<file path="src/design/crc16e_pkg.sv">
// Types, register indexes and CRC helper functions for the CRC-16 engine.
`timescale 1ns / 1ps
`default_nettype none

package crc16e_pkg;

    localparam int CRC_W      = 16;
    localparam int BYTE_W     = 8;
    localparam int CFG_ADDR_W = 3;

    localparam logic [CFG_ADDR_W-1:0] CFG_POLY       = 3'd0;
    localparam logic [CFG_ADDR_W-1:0] CFG_INIT       = 3'd1;
    localparam logic [CFG_ADDR_W-1:0] CFG_REFLECT_IN = 3'd2;
    localparam logic [CFG_ADDR_W-1:0] CFG_REFLECT_OUT = 3'd3;
    localparam logic [CFG_ADDR_W-1:0] CFG_SWAP_OUT   = 3'd4;
    localparam logic [CFG_ADDR_W-1:0] CFG_INVERT_OUT = 3'd5;

    localparam logic [CRC_W-1:0] POLY_RESET = 16'h1021;
    localparam logic [CRC_W-1:0] INIT_RESET = 16'hFFFF;

    typedef struct packed {
        logic [CRC_W-1:0] poly;
        logic [CRC_W-1:0] init;
        logic             reflect_in;
        logic             reflect_out;
        logic             swap_out;
        logic             invert_out;
    } cfg_t;

    function automatic logic [BYTE_W-1:0] flip8(input logic [BYTE_W-1:0] v);
        logic [BYTE_W-1:0] r;
        for (int k = 0; k < BYTE_W; k++)
        begin
            r[k] = v[BYTE_W-1-k];
        end
        return r;
    endfunction

    function automatic logic [CRC_W-1:0] flip16(input logic [CRC_W-1:0] v);
        logic [CRC_W-1:0] r;
        for (int k = 0; k < CRC_W; k++)
        begin
            r[k] = v[CRC_W-1-k];
        end
        return r;
    endfunction

    // Fold one byte into the remainder: eight MSB-first shift steps.
    function automatic logic [CRC_W-1:0] fold_byte(
        input logic [CRC_W-1:0]  rem,
        input logic [BYTE_W-1:0] data,
        input logic [CRC_W-1:0]  poly
    );
        logic [CRC_W-1:0] r;
        r = rem ^ {data, {(CRC_W-BYTE_W){1'b0}}};
        for (int k = 0; k < BYTE_W; k++)
        begin
            if (r[CRC_W-1])
            begin
                r = {r[CRC_W-2:0], 1'b0} ^ poly;
            end
            else
            begin
                r = {r[CRC_W-2:0], 1'b0};
            end
        end
        return r;
    endfunction

endpackage

`default_nettype wire

</file>
<file path="src/design/configurable_crc16_engine.sv">
// Top level of the configurable CRC-16 engine.
// The engine takes one message byte per beat on the s_ side and keeps up with one
// beat every cycle while not stalled: a byte is held in the input register, then the
// whole eight-step fold runs through a combinational XOR network into the running
// remainder. A beat with tlast set moves on into the output register, which raises
// m_tvalid with its 16-bit CRC; the output register lets input continue while a
// result waits, until a second tlast byte meets a full, stalled output register.
// tuser marks the first byte of a message (the initial value replaces the remainder for it).
// Configuration writes take effect on the next cycle; write only while idle.
`timescale 1ns / 1ps
`default_nettype none

module configurable_crc16_engine (
    input  wire logic                                  clk,
    input  wire logic                                  rst_n,
    // configuration
    input  wire logic                                  cfg_we,
    input  wire logic [crc16e_pkg::CFG_ADDR_W-1:0]     cfg_addr,
    input  wire logic [crc16e_pkg::CRC_W-1:0]          cfg_wdata,
    // byte stream in
    input  wire logic                                  s_tvalid,
    output logic                                       s_tready,
    input  wire logic [7:0]                            s_tdata,  // [7:0] message_byte
    input  wire logic                                  s_tuser,  // [0] first_byte
    input  wire logic                                  s_tlast,  // last_byte
    // CRC out
    output logic                                       m_tvalid,
    input  wire logic                                  m_tready,
    output logic      [15:0]                           m_tdata   // [15:0] crc_value
);

    crc16e_pkg::cfg_t cfg_reg;

    logic                             in_valid_reg;
    logic [crc16e_pkg::BYTE_W-1:0]    in_byte_reg;
    logic                             in_first_reg;
    logic                             in_last_reg;
    logic [crc16e_pkg::CRC_W-1:0]     rem_reg;
    logic                             out_valid_reg;
    logic [crc16e_pkg::CRC_W-1:0]     out_crc_reg;

    logic [crc16e_pkg::CRC_W-1:0]     rem_next;
    logic [crc16e_pkg::CRC_W-1:0]     crc_next;
    logic                             advance;
    logic                             in_take;

    crc16e_core u_core (
        .cfg     (cfg_reg),
        .rem     (rem_reg),
        .data    (in_byte_reg),
        .first   (in_first_reg),
        .rem_out (rem_next),
        .crc_out (crc_next)
    );

    // a last byte may only move on when the output slot is free or draining
    assign advance  = in_valid_reg && (!in_last_reg || !out_valid_reg || m_tready);
    assign s_tready = !in_valid_reg || advance;
    assign in_take  = s_tvalid && s_tready;
    assign m_tvalid = out_valid_reg;
    assign m_tdata  = out_crc_reg;

    always_ff @(posedge clk or negedge rst_n)
    begin
        if (!rst_n)
        begin
            cfg_reg.poly        <= crc16e_pkg::POLY_RESET;
            cfg_reg.init        <= crc16e_pkg::INIT_RESET;
            cfg_reg.reflect_in  <= 1'b0;
            cfg_reg.reflect_out <= 1'b0;
            cfg_reg.swap_out    <= 1'b0;
            cfg_reg.invert_out  <= 1'b0;
        end
        else if (cfg_we)
        begin
            case (cfg_addr)
                crc16e_pkg::CFG_POLY:        cfg_reg.poly        <= cfg_wdata;
                crc16e_pkg::CFG_INIT:        cfg_reg.init        <= cfg_wdata;
                crc16e_pkg::CFG_REFLECT_IN:  cfg_reg.reflect_in  <= cfg_wdata[0];
                crc16e_pkg::CFG_REFLECT_OUT: cfg_reg.reflect_out <= cfg_wdata[0];
                crc16e_pkg::CFG_SWAP_OUT:    cfg_reg.swap_out    <= cfg_wdata[0];
                crc16e_pkg::CFG_INVERT_OUT:  cfg_reg.invert_out  <= cfg_wdata[0];
                default:                     ;
            endcase
        end
    end

    always_ff @(posedge clk or negedge rst_n)
    begin
        if (!rst_n)
        begin
            in_valid_reg  <= 1'b0;
            rem_reg       <= '0;
            out_valid_reg <= 1'b0;
        end
        else
        begin
            if (in_take)
            begin
                in_valid_reg <= 1'b1;
            end
            else if (advance)
            begin
                in_valid_reg <= 1'b0;
            end

            if (advance)
            begin
                rem_reg <= rem_next;
            end

            if (advance && in_last_reg)
            begin
                out_valid_reg <= 1'b1;
            end
            else if (m_tready)
            begin
                out_valid_reg <= 1'b0;
            end
        end
    end

    always_ff @(posedge clk)
    begin
        if (in_take)
        begin
            in_byte_reg  <= s_tdata;
            in_first_reg <= s_tuser;
            in_last_reg  <= s_tlast;
        end
        if (advance && in_last_reg)
        begin
            out_crc_reg <= crc_next;
        end
    end

endmodule

`default_nettype wire

</file>
<file path="src/design/crc16e_core.sv">
// Byte fold and output finishing network of the CRC-16 engine.
`timescale 1ns / 1ps
`default_nettype none

module crc16e_core (
    input  wire crc16e_pkg::cfg_t                      cfg,
    input  wire logic [crc16e_pkg::CRC_W-1:0]          rem,
    input  wire logic [crc16e_pkg::BYTE_W-1:0]         data,
    input  wire logic                                  first,
    output logic      [crc16e_pkg::CRC_W-1:0]          rem_out,
    output logic      [crc16e_pkg::CRC_W-1:0]          crc_out
);

    logic [crc16e_pkg::CRC_W-1:0]  rem_start;
    logic [crc16e_pkg::BYTE_W-1:0] data_in;
    logic [crc16e_pkg::CRC_W-1:0]  refl;
    logic [crc16e_pkg::CRC_W-1:0]  swapped;

    always_comb
    begin
        rem_start = first ? cfg.init : rem;
        data_in   = cfg.reflect_in ? crc16e_pkg::flip8(data) : data;
        rem_out   = crc16e_pkg::fold_byte(rem_start, data_in, cfg.poly);

        // finish: reflect, then byte swap, then invert
        refl    = cfg.reflect_out ? crc16e_pkg::flip16(rem_out) : rem_out;
        swapped = cfg.swap_out ? {refl[7:0], refl[15:8]} : refl;
        crc_out = cfg.invert_out ? ~swapped : swapped;
    end

endmodule

`default_nettype wire

</file>
<file path="config.mk">
export PLATFORM = sky130hd
export DESIGN_NAME = configurable_crc16_engine
export DESIGN_NICKNAME = d
export VERILOG_FILES = /design/src/design/crc16e_pkg.sv /design/src/design/configurable_crc16_engine.sv /design/src/design/crc16e_core.sv
export SDC_FILE = /design/constraint.sdc
export NUM_CORES = 1
export LEC_CHECK = 0
export BUFFER_PORTS_ARGS = -buffer_cell sky130_fd_sc_hd__buf_2
export CORE_ASPECT_RATIO = 1.25
export CORE_MARGIN = 1.5
export CORE_UTILIZATION = 45
export DETAILED_ROUTE_END_ITERATION = 12
export SYNTH_ARGS = -nofsm -noshare
export SYNTH_HDL_FRONTEND = slang
export SYNTH_SLANG_ARGS = --single-unit
</file>
<file path="constraint.sdc">
create_clock -name clk -period 5.8 [get_ports clk]
set_clock_uncertainty 0.15 [all_clocks]
set_input_delay 0.58 -clock clk [delete_from_list [all_inputs] [get_ports clk]]
set_output_delay 0.58 -clock clk [all_outputs]
set_load 0.05 [all_outputs]
</file>
==> results of run 1 <==
==> logic make-up (layout without fill, tap and decap cells) <==
| family | after synthesis | count (layout) | synth area share [%] |
|---|---|---|---|
| buffers and inverters | 57 | 97 | 4.27 |
| flip-flops | 80 | 80 | 35.2 |
| AND/OR/NAND/NOR | 202 | 202 | 14.4 |
| AO/OA/AOI/OAI | 84 | 84 | 9.64 |
| XOR/XNOR | 140 | 140 | 21.1 |
| multiplexers | 85 | 85 | 15.4 |
==> placed cells by master (no fill, tap or decap), types with 6 or more instances in the layout <==
master and n:
clkbuf_16 10, nor2_1 16, o21ai_0 31, dfstp_2 19, nand3_1 11, nand2_1 138
mux2_2 33, buf_2 51, buf_4 23, dfrtp_1 34, edfxtp_1 26, a32oi_1 6
nor3_1 9, a21oi_1 8, xor2_1 14, xnor2_1 115, mux2i_1 47
==> worst max-delay path, cell delays in order (launching register included) <==
cell and delay (ns):
edfxtp_1 0.52, mux2i_4 0.34, xor2_2 0.31, buf_4 0.22, nand3_1 0.08, a211o_1 0.33, o211a_1 0.26, mux2i_1 0.17
or4_4 0.52, o2111a_1 0.21, or4_1 0.47, nand2_1 0.09, xnor3_1 0.37, buf_4 0.23, nand2b_1 0.14, mux2_1 0.32
o211a_1 0.15, mux2i_1 0.22, xor2_1 0.10
==> metrics by stage <==
| stage | cells | TNS, ns | setup WS [ns] | hold slack, ns | utilization [%] |
|---|---|---|---|---|---|
| after CTS | 859 | 0 | 0.101 | 0.251 | 51.6 |
| after detailed placement | 843 | 0 | 0.158 | 0.321 | 49.3 |
| after floorplan | 648 | 0 | 1.10 | 0.134 | - |
| after global routing | 859 | -0.00225 | -0.00225 | 0.246 | 52.0 |
| after global placement | 843 | 0 | 0.298 | 0.312 | 49.3 |
| final | 859 | 0 | 0.309 | 0.218 | 52.0 |
==> worst min-delay path by stage <==
stage	cells past startpoint	end	slack (ns)
3_5_place_dp	2	rem_reg[6]	0.32
6_report	2	cfg_reg[34]	0.22
3_3_place_gp	2	rem_reg[6]	0.31
5_1_grt	1	in_byte_reg[3]	0.25
2_1_floorplan	0	cfg_reg[0]	0.13
4_1_cts	1	in_byte_reg[7]	0.25
==> routing by layer <==
metal  vias to the layer above  wire length (um)  GRT usage (%)  part of all wire, %
met5                         -                 0              0                    0
met4                         0               384           7.53                  2.6
met3                        23               689           4.16                  4.7
met2                       128              7190           35.7                   49
met1                      2306              6470           29.0                   44
li1                       2274                 -              -                    -
==> layout make-up <==
| type | instances | share of cell area (%) |
|---|---|---|
| clock buffers | 11 | 3.67 |
| clock inverters | 5 | 0.796 |
| inverters | 7 | 0.380 |
| multi-input cells | 511 | 54.7 |
| flip-flops and latches | 80 | 31.2 |
| well taps | 171 | 3.09 |
| repair buffers | 74 | 6.19 |
==> timing repair <==
action	CTS	global route
hold buffers	0	0
endpoints found under the setup margin	0	16
buffers inserted	0	0
resized for setup	0	8
==> key figures, run 1 <==
Status
  • Outcome: finished, final reports clean

Synthesis
  • Synth top area cells: xnor2_1 (17%), dfrtp_1 (14%), edfxtp_1 (13%)
  • Count leader, synth: nand2_1
  • Main synth FF type: dfrtp_1
  • Seq/Total Area, Yosys: 35.2%
  • Post-synthesis register bit count: 80
  • Area leader, netlist: xnor2_1
  • Syn Area/Cell: 9.45 sq um
  • YS warnings: 0
  • Yosys cell types: 67
  • Top cells by count, synth: nand2_1 (138), xnor2_1 (119), mux2i_1 (47)
  • Synthesized Nets: 682
  • Area share of the largest cell type after synthesis: 17.0%
  • Async S/R FF share, synth: 67.5%
  • Gate Count Post-Synth: 648
  • Post-synth EDFFs: 26
  • Cell area after synthesis: 0.00613 sq mm

Floorplan
  • IO Pins: 52
  • Row cnt: 47
  • Core area: 0.0133 sq mm
  • Die H: 133 um
  • Die W: 107 um
  • Initial Util: 46.1%
  • Die area: 0.0143 sq mm

Cells and area
  • Share of cells above drive strength 1: 24.3%
  • Nets: 717
  • Max reg flops: 36
  • Multi-input logic area: 0.00378 sq mm
  • N_diodes: 0
  • Layout fillers: 1266
  • Sequential Area: 0.00216 sq mm
  • Final instance area: 0.00691 sq mm
  • Area growth syn-to-layout: 12.9%

Clock network
  • CTS H-Tree Depth: 3
  • Clock buffer depth: 2
  • Clock Tree Root: clkbuf_16
  • Clk pin slew, worst setup/hold paths: 0.06 ns
  • Worst skew pair latency: 0.34 ns
  • CTS tree: done
  • TritonCTS buffer count: 9
  • Clock sink total: 80

Routing
  • 1st-iter DRT viols: 298
  • WL/cell: 17.2 um
  • Vias: 4731
  • Drc violations: 0
  • TritonRoute pass-1 iters: 5
  • Post-DR vias/cell: 5.51
  • Final antenna-violating net count: 0
  • Final WL: 14.7 mm

Critical path
  • Worst endpoint required time: 5.72 ns
  • CP endpoint kind: flop
  • CP Capture Point: m_tdata[5]
  • Reg-to-Reg Start: in_first_reg
  • Element type at the critical path start: flop
  • Critical path startpoint: in_first_reg
  • Crit path DAT: 5.41 ns
  • Crit path kind: flop to flop
  • Critical Path Fanout Max: 11
  • R2R Path End: m_tdata[5]
  • Worst reg2reg setup slack: 0.31 ns
  • Reg2Reg Depth: 18

Timing
  • Slew @ Worst Pin: 0.959 ns
  • Slew HR: 35.9%
  • Period utilisation layout: 94.7%
  • F_max: 182 MHz
  • Final Hold Fails: 0
  • Min cycle time layout: 5.49 ns
  • Max Transition Viols Final: 0
  • Final setup fails: 0

Place
  • Placed wire-length estimate: 11.1 mm
  • DP Area: 0.00655 sq mm
  • Routability cong.: 0.877
  • I/O Buffers: 51

Flow run
  • Number of max-cap violations: 0

Global routing
  • Initial antenna violation count: 1
  • Gr ovfl total: 0
  • Maximum number of pins on one net before global-route repair: 55
  • First-pass GRT wire length: 24.5 mm
  • Vias in the first global route: 4719
  • Total GRT Usage: 21.9%

Min path
  • Worst Hold Class: input port to asynchronous set/reset pin
Power of run 1 is not shown: default switching activity piles up to over one toggle a cycle in this logic, so the estimate is an artifact.
==> inputs of run 2 (changes only) <==
==> constraint.sdc (replaced) <==
create_clock -name clk -period 5.8 [get_ports clk]
set_clock_uncertainty 0.15 [all_clocks]
set_input_delay 0.29 -clock clk [delete_from_list [all_inputs] [get_ports clk]]
set_output_delay 0.29 -clock clk [all_outputs]
set_load 0.05 [all_outputs]
==> run 2 against run 1 <==
Against the previous run:
- die area stayed put
- via count increased by 1.1%
- flip-flop and latch count is the same
- fmax about the same
- count of clock-buffer cells in the layout is the same
- critical path type unchanged
- sequential share of layout area is 0.49 points lower
- global-route usage is 0.18 points higher
- cell area is 1.6% higher
- wire length up 1.1%
- critical path depth stayed put
- hold slack worse by 0.22 ns
- critical endpoint unchanged
==> key figures, run 2 (synthesis results as in run 1) <==
Global routing
  • Vias in the first global route: 4774 (was 4719)
  • Initial antenna violation count: 1 (unchanged)
  • Gr ovfl total: 0 (unchanged)
  • Maximum number of pins on one net before global-route repair: 55 (unchanged)
  • Total GRT Usage: 22.1% (was 21.9%)
  • First-pass GRT wire length: 24.6 mm (was 24.5 mm)

Cells and area
  • Share of cells above drive strength 1: 23.9% (was 24.3%)
  • Layout fillers: 1257 (was 1266)
  • Max reg flops: 36 (unchanged)
  • Nets: 728 (was 717)
  • Area growth syn-to-layout: 14.7% (was 12.9%)
  • Most frequent cells in the layout: nand2_1 (138), xnor2_1 (115), buf_2 (51), mux2i_1 (47), dfrtp_1 (34) (unchanged)
  • N_diodes: 0 (unchanged)
  • Layout Cells excl Fill: 870 (was 859)
  • Most common cell after layout, fill and taps aside: nand2_1 (unchanged)

Routing
  • 1st-iter DRT viols: 295 (was 298)
  • WL/cell: 17.1 um (was 17.2 um)
  • Final antenna-violating net count: 0 (unchanged)
  • Drc violations: 0 (unchanged)
  • Post-DR vias/cell: 5.50 (was 5.51)
  • TritonRoute pass-1 iters: 5 (unchanged)
  • Vias: 4784 (was 4731)
  • Final WL: 14.9 mm (was 14.7 mm)

Clock network
  • Clock buffer depth: 2 (unchanged)
  • Clk pin slew, worst setup/hold paths: 0.06 ns (about the same)
  • Worst skew pair latency: 0.34 ns (about the same)
  • TritonCTS buffer count: 9 (unchanged)
  • CTS tree: done (unchanged)
  • Clock sink total: 80 (unchanged)
  • CTS H-Tree Depth: 3 (unchanged)
  • Clock Tree Root: clkbuf_16 (unchanged)

Timing
  • F_max: 182 MHz (about the same)
  • Max Transition Viols Final: 0 (unchanged)
  • Slew HR: 35.3% (was 35.9%)
  • Final setup fails: 0 (unchanged)
  • Min cycle time layout: 5.49 ns (about the same)
  • Period utilisation layout: 94.6% (was 94.7%)
  • Final Hold Fails: 0 (unchanged)
  • Slew @ Worst Pin: 0.968 ns (was 0.959 ns)

Critical path
  • Element type at the critical path start: flop (unchanged)
  • Critical path cell sequence: buf_4, mux2i_1, xnor2_2, nand2_1, a211o_1, o211a_1, mux2i_1, or4_4, o2111a_1, or4_1, nand2_1, xnor3_1, buf_4, nand2b_1, mux2_1, o211a_1, mux2i_1, xor2_1 (was mux2i_4, xor2_2, buf_4, nand3_1, a211o_1, o211a_1, mux2i_1, or4_4, o2111a_1, or4_1, nand2_1, xnor3_1, buf_4, nand2b_1, mux2_1, o211a_1, mux2i_1, xor2_1)
  • Reg-to-Reg Start: in_first_reg (unchanged)
  • Worst endpoint required time: 5.71 ns (was 5.72 ns)
  • CP endpoint kind: flop (unchanged)
  • Crit path kind: flop to flop (unchanged)
  • Largest stage delay, worst path: 0.52 ns (about the same)
  • Crit path DAT: 5.40 ns (was 5.41 ns)
  • Critical Path Fanout Max: 13 (was 11)
  • Slowest-stage cell, CP: edfxtp_1 (unchanged)
  • Most frequent cell on the critical path: mux2i_1
  • Critical path startpoint: in_first_reg (unchanged)

Floorplan
  • Die area: 0.0143 sq mm (unchanged)
  • Row cnt: 47 (unchanged)
  • Initial Util: 46.1% (unchanged)
  • IO Pins: 52 (unchanged)
  • Die W: 107 um (unchanged)
  • Core area: 0.0133 sq mm (unchanged)
  • Die H: 133 um (unchanged)

Min path
  • Worst Hold Launch: s_tvalid
  • Worst Hold Class: input port to flop (was input port to asynchronous set/reset pin)

Place
  • Placed wire-length estimate: 11.1 mm (unchanged)
  • Routability cong.: 0.877 (unchanged)
  • Cell count after placement: 843 (unchanged)
  • I/O Buffers: 51 (unchanged)

Flow run
  • Number of max-cap violations: 0 (unchanged)

Status
  • Outcome: finished, final reports clean (unchanged)
run 2: worst paths after layout:
check	slack (ns)	endpoint	cells after the start
worst max register to register	0.31	m_tdata[5]	18
worst min register to register	0.33	rem_reg[6]	2
max in group asynchronous	4.47	cfg_reg[3]	3
min in group asynchronous	0.50	cfg_reg[34]	3
worst min-delay path	0.003	in_valid_reg	2
worst max-delay path	0.31	m_tdata[5]	18
run 2: critical path, delay by kind of cell, from the launching register on:
family | cells | cell delay (ns)
compound gates | 4 | 0.92
xor+xnor | 3 | 0.67
mux | 4 | 1.04
simple gates | 5 | 1.33
buf+inv | 2 | 0.57
flops | 1 | 0.52
run 2: cell type report:
cell class              count  area, sq um  area share, %
clock inverters             5         55.1          0.784
flip-flops and latches     80         2160           30.7
clock buffers              11          254           3.62
multi-input cells         511         3780           53.8
well taps                 171          214           3.05
repair buffers             85          538           7.66
inverters                   7         26.3          0.374
run 2: through the flow:
step | worst slack (ns) | utilization [%] | instance area (sq um) | TNS [ns] | hold WS (ns)
after floorplan | 1.10 | - | 6130 | 0 | -0.156
after global placement | 0.298 | 49.3 | 6550 | 0 | 0.311
after detailed placement | 0.158 | 49.3 | 6550 | 0 | 0.318
after CTS | 0.101 | 52.5 | 6970 | 0 | 0.00316
after global routing | -0.00225 | 52.9 | 7020 | -0.00225 | 0.0148
final | 0.311 | 52.9 | 7020 | 0 | 0.00252
run 2: routing by layer:
layer	track usage (%)	share of wire (%)	vias up
li1	-	-	2300
met1	29.1	44	2322
met2	36.3	49	142
met3	4.16	4.5	20
met4	7.53	2.5	0
met5	0	0	-
run 2: what timing repair did:
item / in CTS / in global routing
hold buffers: 11 / 0
setup buffers: 0 / 0
hold endpoints to repair: 45 / 0
gates resized for setup: 0 / 8
setup endpoints to repair: 0 / 16
Power of run 2 is left out for the same reason.
==> inputs of run 3 (changes only) <==
--- a/config.mk
+++ b/config.mk
@@ -5,6 +5,7 @@
 export SDC_FILE = /design/constraint.sdc
 export NUM_CORES = 1
 export LEC_CHECK = 0
+export ABC_AREA = 1
 export BUFFER_PORTS_ARGS = -buffer_cell sky130_fd_sc_hd__buf_2
 export CORE_ASPECT_RATIO = 1.25
 export CORE_MARGIN = 1.5
==> run 3 against run 2 <==
Against the previous run:
- cell area is 8.4% higher
- worst setup slack better by 0.28 ns
- utilization down 2.3 points
- first-iteration DRC count grew 100%
- hold slack improved by 0.0091 ns
- cell count up 52%
- register-to-register slack better by 0.28 ns
- area after synthesis rose by 14%
- non-clock buffer count fell by 13
- critical path type unchanged
- largest cell class unchanged
==> key figures, run 3 <==
Synthesis
  • Area share of the largest cell type after synthesis: 21.2% (was 17.0%)
  • Simple-gate share of the synthesized area: 45.2% (was 14.4%)
  • Post-synth EDFFs: 26 (unchanged)
  • Mux cell area share after synthesis: 0% (was 15.4%)
  • Main synth FF type: dfrtp_1 (unchanged)
  • Count leader, synth: nand2_1 (unchanged)
  • Synth Area in Adders: 0% (unchanged)
  • Synthesized Nets: 1127 (was 682)
  • Seq/Total Area, Yosys: 31.0% (was 35.2%)
  • Cell area after synthesis: 0.00696 sq mm (was 0.00613 sq mm)
  • Post-synthesis register bit count: 80 (unchanged)
  • Main combinational cell family by area after synthesis: simple AND/OR/NAND/NOR gates (was XOR/XNOR gates)
  • Gate Count Post-Synth: 1093 (was 648)
  • Async S/R FF share, synth: 67.5% (unchanged)
  • Synth top area cells: nand2_1 (21%), nand3_1 (15%), dfrtp_1 (13%) (was xnor2_1 (17%), dfrtp_1 (14%), edfxtp_1 (13%))
  • Synth Area in XOR/XNOR: 6.79% (was 21.1%)
  • Syn Area/Cell: 6.37 sq um (was 9.45 sq um)
  • YS warnings: 0 (unchanged)
  • Area leader, netlist: nand2_1 (was xnor2_1)
  • Synth Area in Compound Gates: 5.32% (was 9.64%)
  • Yosys cell types: 26 (was 67)
  • Top cells by count, synth: nand2_1 (393), nand3_1 (212), inv_1 (110) (was nand2_1 (138), xnor2_1 (119), mux2i_1 (47))

Routing
  • Post-DR vias/cell: 5.10 (was 5.50)
  • Final antenna-violating net count: 0 (unchanged)
  • Final WL: 20.1 mm (was 14.9 mm)
  • Vias: 6755 (was 4784)
  • WL/cell: 15.2 um (was 17.1 um)
  • TritonRoute pass-1 iters: 6 (was 5)
  • 1st-iter DRT viols: 601 (was 295)
  • Drc violations: 0 (unchanged)

Timing
  • Final setup fails: 0 (unchanged)
  • Period utilisation layout: 89.9% (was 94.6%)
  • Setup TNS: 0 ns (unchanged)
  • Final Hold Fails: 0 (unchanged)
  • F_max: 192 MHz (was 182 MHz)
  • Slew HR: 32.4% (was 35.3%)
  • Slew @ Worst Pin: 1.01 ns (was 0.968 ns)
  • Max Transition Viols Final: 0 (unchanged)
  • Fin Hold WS: 0.0117 ns (was 0.00252 ns)
  • Min cycle time layout: 5.21 ns (was 5.49 ns)

Critical path
  • CP delay by family, top: simple AND/OR/NAND/NOR gates (unchanged)
  • Critical Path Fanout Max: 31 (was 13)
  • Crit path kind: flop to flop (unchanged)
  • Largest stage delay, worst path: 0.55 ns (was 0.52 ns)
  • Reg-to-Reg Start: in_first_reg (unchanged)
  • Slowest-stage cell, CP: edfxtp_1 (unchanged)
  • Most frequent cell on the critical path: nand2_1 (was mux2i_1)
  • Worst endpoint required time: 5.76 ns (was 5.71 ns)
  • Element type at the critical path start: flop (unchanged)
  • Reg2Reg Depth: 30 (was 18)
  • CP endpoint kind: flop (unchanged)
  • CP Buf/Inv Count: 4 (was 2)
  • Crit path DAT: 5.18 ns (was 5.40 ns)
  • R2R Path End: m_tdata[0] (was m_tdata[5])
  • Worst reg2reg setup slack: 0.59 ns (was 0.31 ns)

Clock network
  • TritonCTS buffer count: 9 (unchanged)
  • Worst skew pair latency: 0.36 ns (was 0.34 ns)
  • Clk pin slew, worst setup/hold paths: 0.07 ns (was 0.06 ns)
  • CTS H-Tree Depth: 3 (unchanged)
  • Clock Tree Root: clkbuf_16 (unchanged)
  • CTS tree: done (unchanged)
  • Clock buffer depth: 2 (unchanged)
  • Clock sink total: 80 (unchanged)

Global routing
  • GRT busiest layer: met2 (unchanged)
  • Initial antenna violation count: 0 (was 1)
  • Met1 usage: 33.9% (was 29.1%)
  • Total GRT Usage: 25.8% (was 22.1%)
  • First-pass GRT wire length: 32.5 mm (was 24.6 mm)
  • Gr ovfl total: 0 (unchanged)
  • Maximum number of pins on one net before global-route repair: 55 (unchanged)
  • Vias in the first global route: 6320 (was 4774)
  • GR Layer Usage met2: 42.9% (was 36.3%)
  • Met3 usage in global routing: 2.39% (was 4.16%)

Floorplan
  • Die W: 114 um (was 107 um)
  • Core area: 0.0151 sq mm (was 0.0133 sq mm)
  • Die H: 142 um (was 133 um)
  • IO Pins: 52 (unchanged)
  • Die area: 0.0162 sq mm (was 0.0143 sq mm)
  • Initial Util: 46.2% (was 46.1%)
  • Row cnt: 50 (was 47)

Cells and area
  • Most common cell after layout, fill and taps aside: nand2_1 (unchanged)
  • Layout Cells excl Fill: 1325 (was 870)
  • Most frequent cells in the layout: nand2_1 (393), nand3_1 (212), inv_1 (110), o21ai_0 (66), buf_2 (51) (was nand2_1 (138), xnor2_1 (115), buf_2 (51), mux2i_1 (47), dfrtp_1 (34))
  • Max reg flops: 36 (unchanged)
  • Final instance area: 0.00761 sq mm (was 0.00702 sq mm)
  • Share of cells above drive strength 1: 14.1% (was 23.9%)
  • Area growth syn-to-layout: 9.38% (was 14.7%)
  • N_diodes: 0 (unchanged)
  • Nets: 1146 (was 728)
  • Util after Layout: 50.5% (was 52.9%)

Place
  • DP Area: 0.00717 sq mm (was 0.00655 sq mm)
  • Placed wire-length estimate: 14.5 mm (was 11.1 mm)
  • Cell count after placement: 1296 (was 843)
  • Routability cong.: 0.901 (was 0.877)
  • I/O Buffers: 51 (unchanged)

Status
  • Outcome: finished, final reports clean (unchanged)

Min path
  • Worst Hold Class: input port to flop (unchanged)
  • Worst Hold Launch: cfg_wdata[2] (was s_tvalid)
  • WHS Endpoint: cfg_reg[6] (was in_valid_reg)
  • WHS Path Cells: 3 (was 2)

Pwr
  • Sequential Power Share: 19.3%
  • Comb power frac: 68.4%
  • Internal power: 2200 uW
  • Sw Ratio: 56.5%
  • VDD IR max: 0.294 mV
  • Switching power: 2850 uW
  • Clock Power Share: 12.3%
  • Leak: 0.00386 uW
  • Power Density: 663 mW/mm^2

Flow run
  • Number of max-cap violations: 0 (unchanged)
==> run 3: cell count changes after synthesis, moves of 18 or more <==
cell / delta
mux2_2: -33
buf_2: +20
nand2_2: +18
xnor2_1: -96
mux2i_1: -47
o21ai_0: +35
nor2_1: +26
nand3_2: +21
inv_1: +105
nand2_1: +255
nand3_1: +201
==> run 3: worst max-delay path by stage <==
stage,startpoint,cells after the start,end,slack [ns]
4_1_cts,cfg_reg[3],31,m_tdata[0],0.48
6_report,in_first_reg,30,m_tdata[0],0.59
3_3_place_gp,cfg_reg[3],31,m_tdata[13],0.66
2_1_floorplan,in_first_reg,35,m_tdata[2],2.28
5_1_grt,in_first_reg,28,m_tdata[15],-0.008
3_5_place_dp,cfg_reg[3],31,m_tdata[0],0.49
==> run 3: logic make-up after synthesis <==
family | after synthesis
AND/OR/NAND/NOR | 704
flip-flops | 80
AO/OA/AOI/OAI | 72
XOR/XNOR | 54
buffers and inverters | 183
==> run 3: worst reg2reg max path: cells and delay by family, from the launching register on <==
kind          cells  cell delay (ns)
buf+inv           4             0.51
simple gates     26             3.74
flops             1             0.55
==> run 3: timing repair <==
item	in CTS	in global routing
endpoints found under the hold margin	46	0
hold buffers	12	0
setup endpoints to repair	0	16
setup buffers	0	1
resized for setup	0	2
==> run 3: metrics by stage <==
stage	total power, uW	setup slack (ns)
5_1_grt	5540	-0.00846
4_1_cts	5030	0.476
2_1_floorplan	3750	2.28
3_3_place_gp	4360	0.659
3_5_place_dp	4390	0.485
6_report	5050	0.587
==> run 3: power by group through the flow <==
stage	Clock, uW	Sequential [uW]	Combinational [uW]
6_report	620	976	3450
5_1_grt	648	990	3900
4_1_cts	629	973	3430
3_5_place_dp	0	983	3400
3_3_place_gp	0	982	3380
2_1_floorplan	0	974	2770
==> run 3: layer usage <==
metal | part of all wire (%) | wire, um
met2 | 47 | 9380
met3 | 3.9 | 779
met5 | 0 | 0
met4 | 3.8 | 763
met1 | 46 | 9200
==> run 3: final cells by class <==
class / instances / area [sq um]
Clock inverter: 7 / 87.6
Fill cell: 1537 / 7460
Tap cell: 208 / 260
Multi-Input combinational cell: 830 / 3990
Clock buffer: 9 / 225
Inverter: 119 / 449
Timing Repair Buffer: 72 / 443
Sequential cell: 80 / 2160
(Power assumes the default switching activity.)
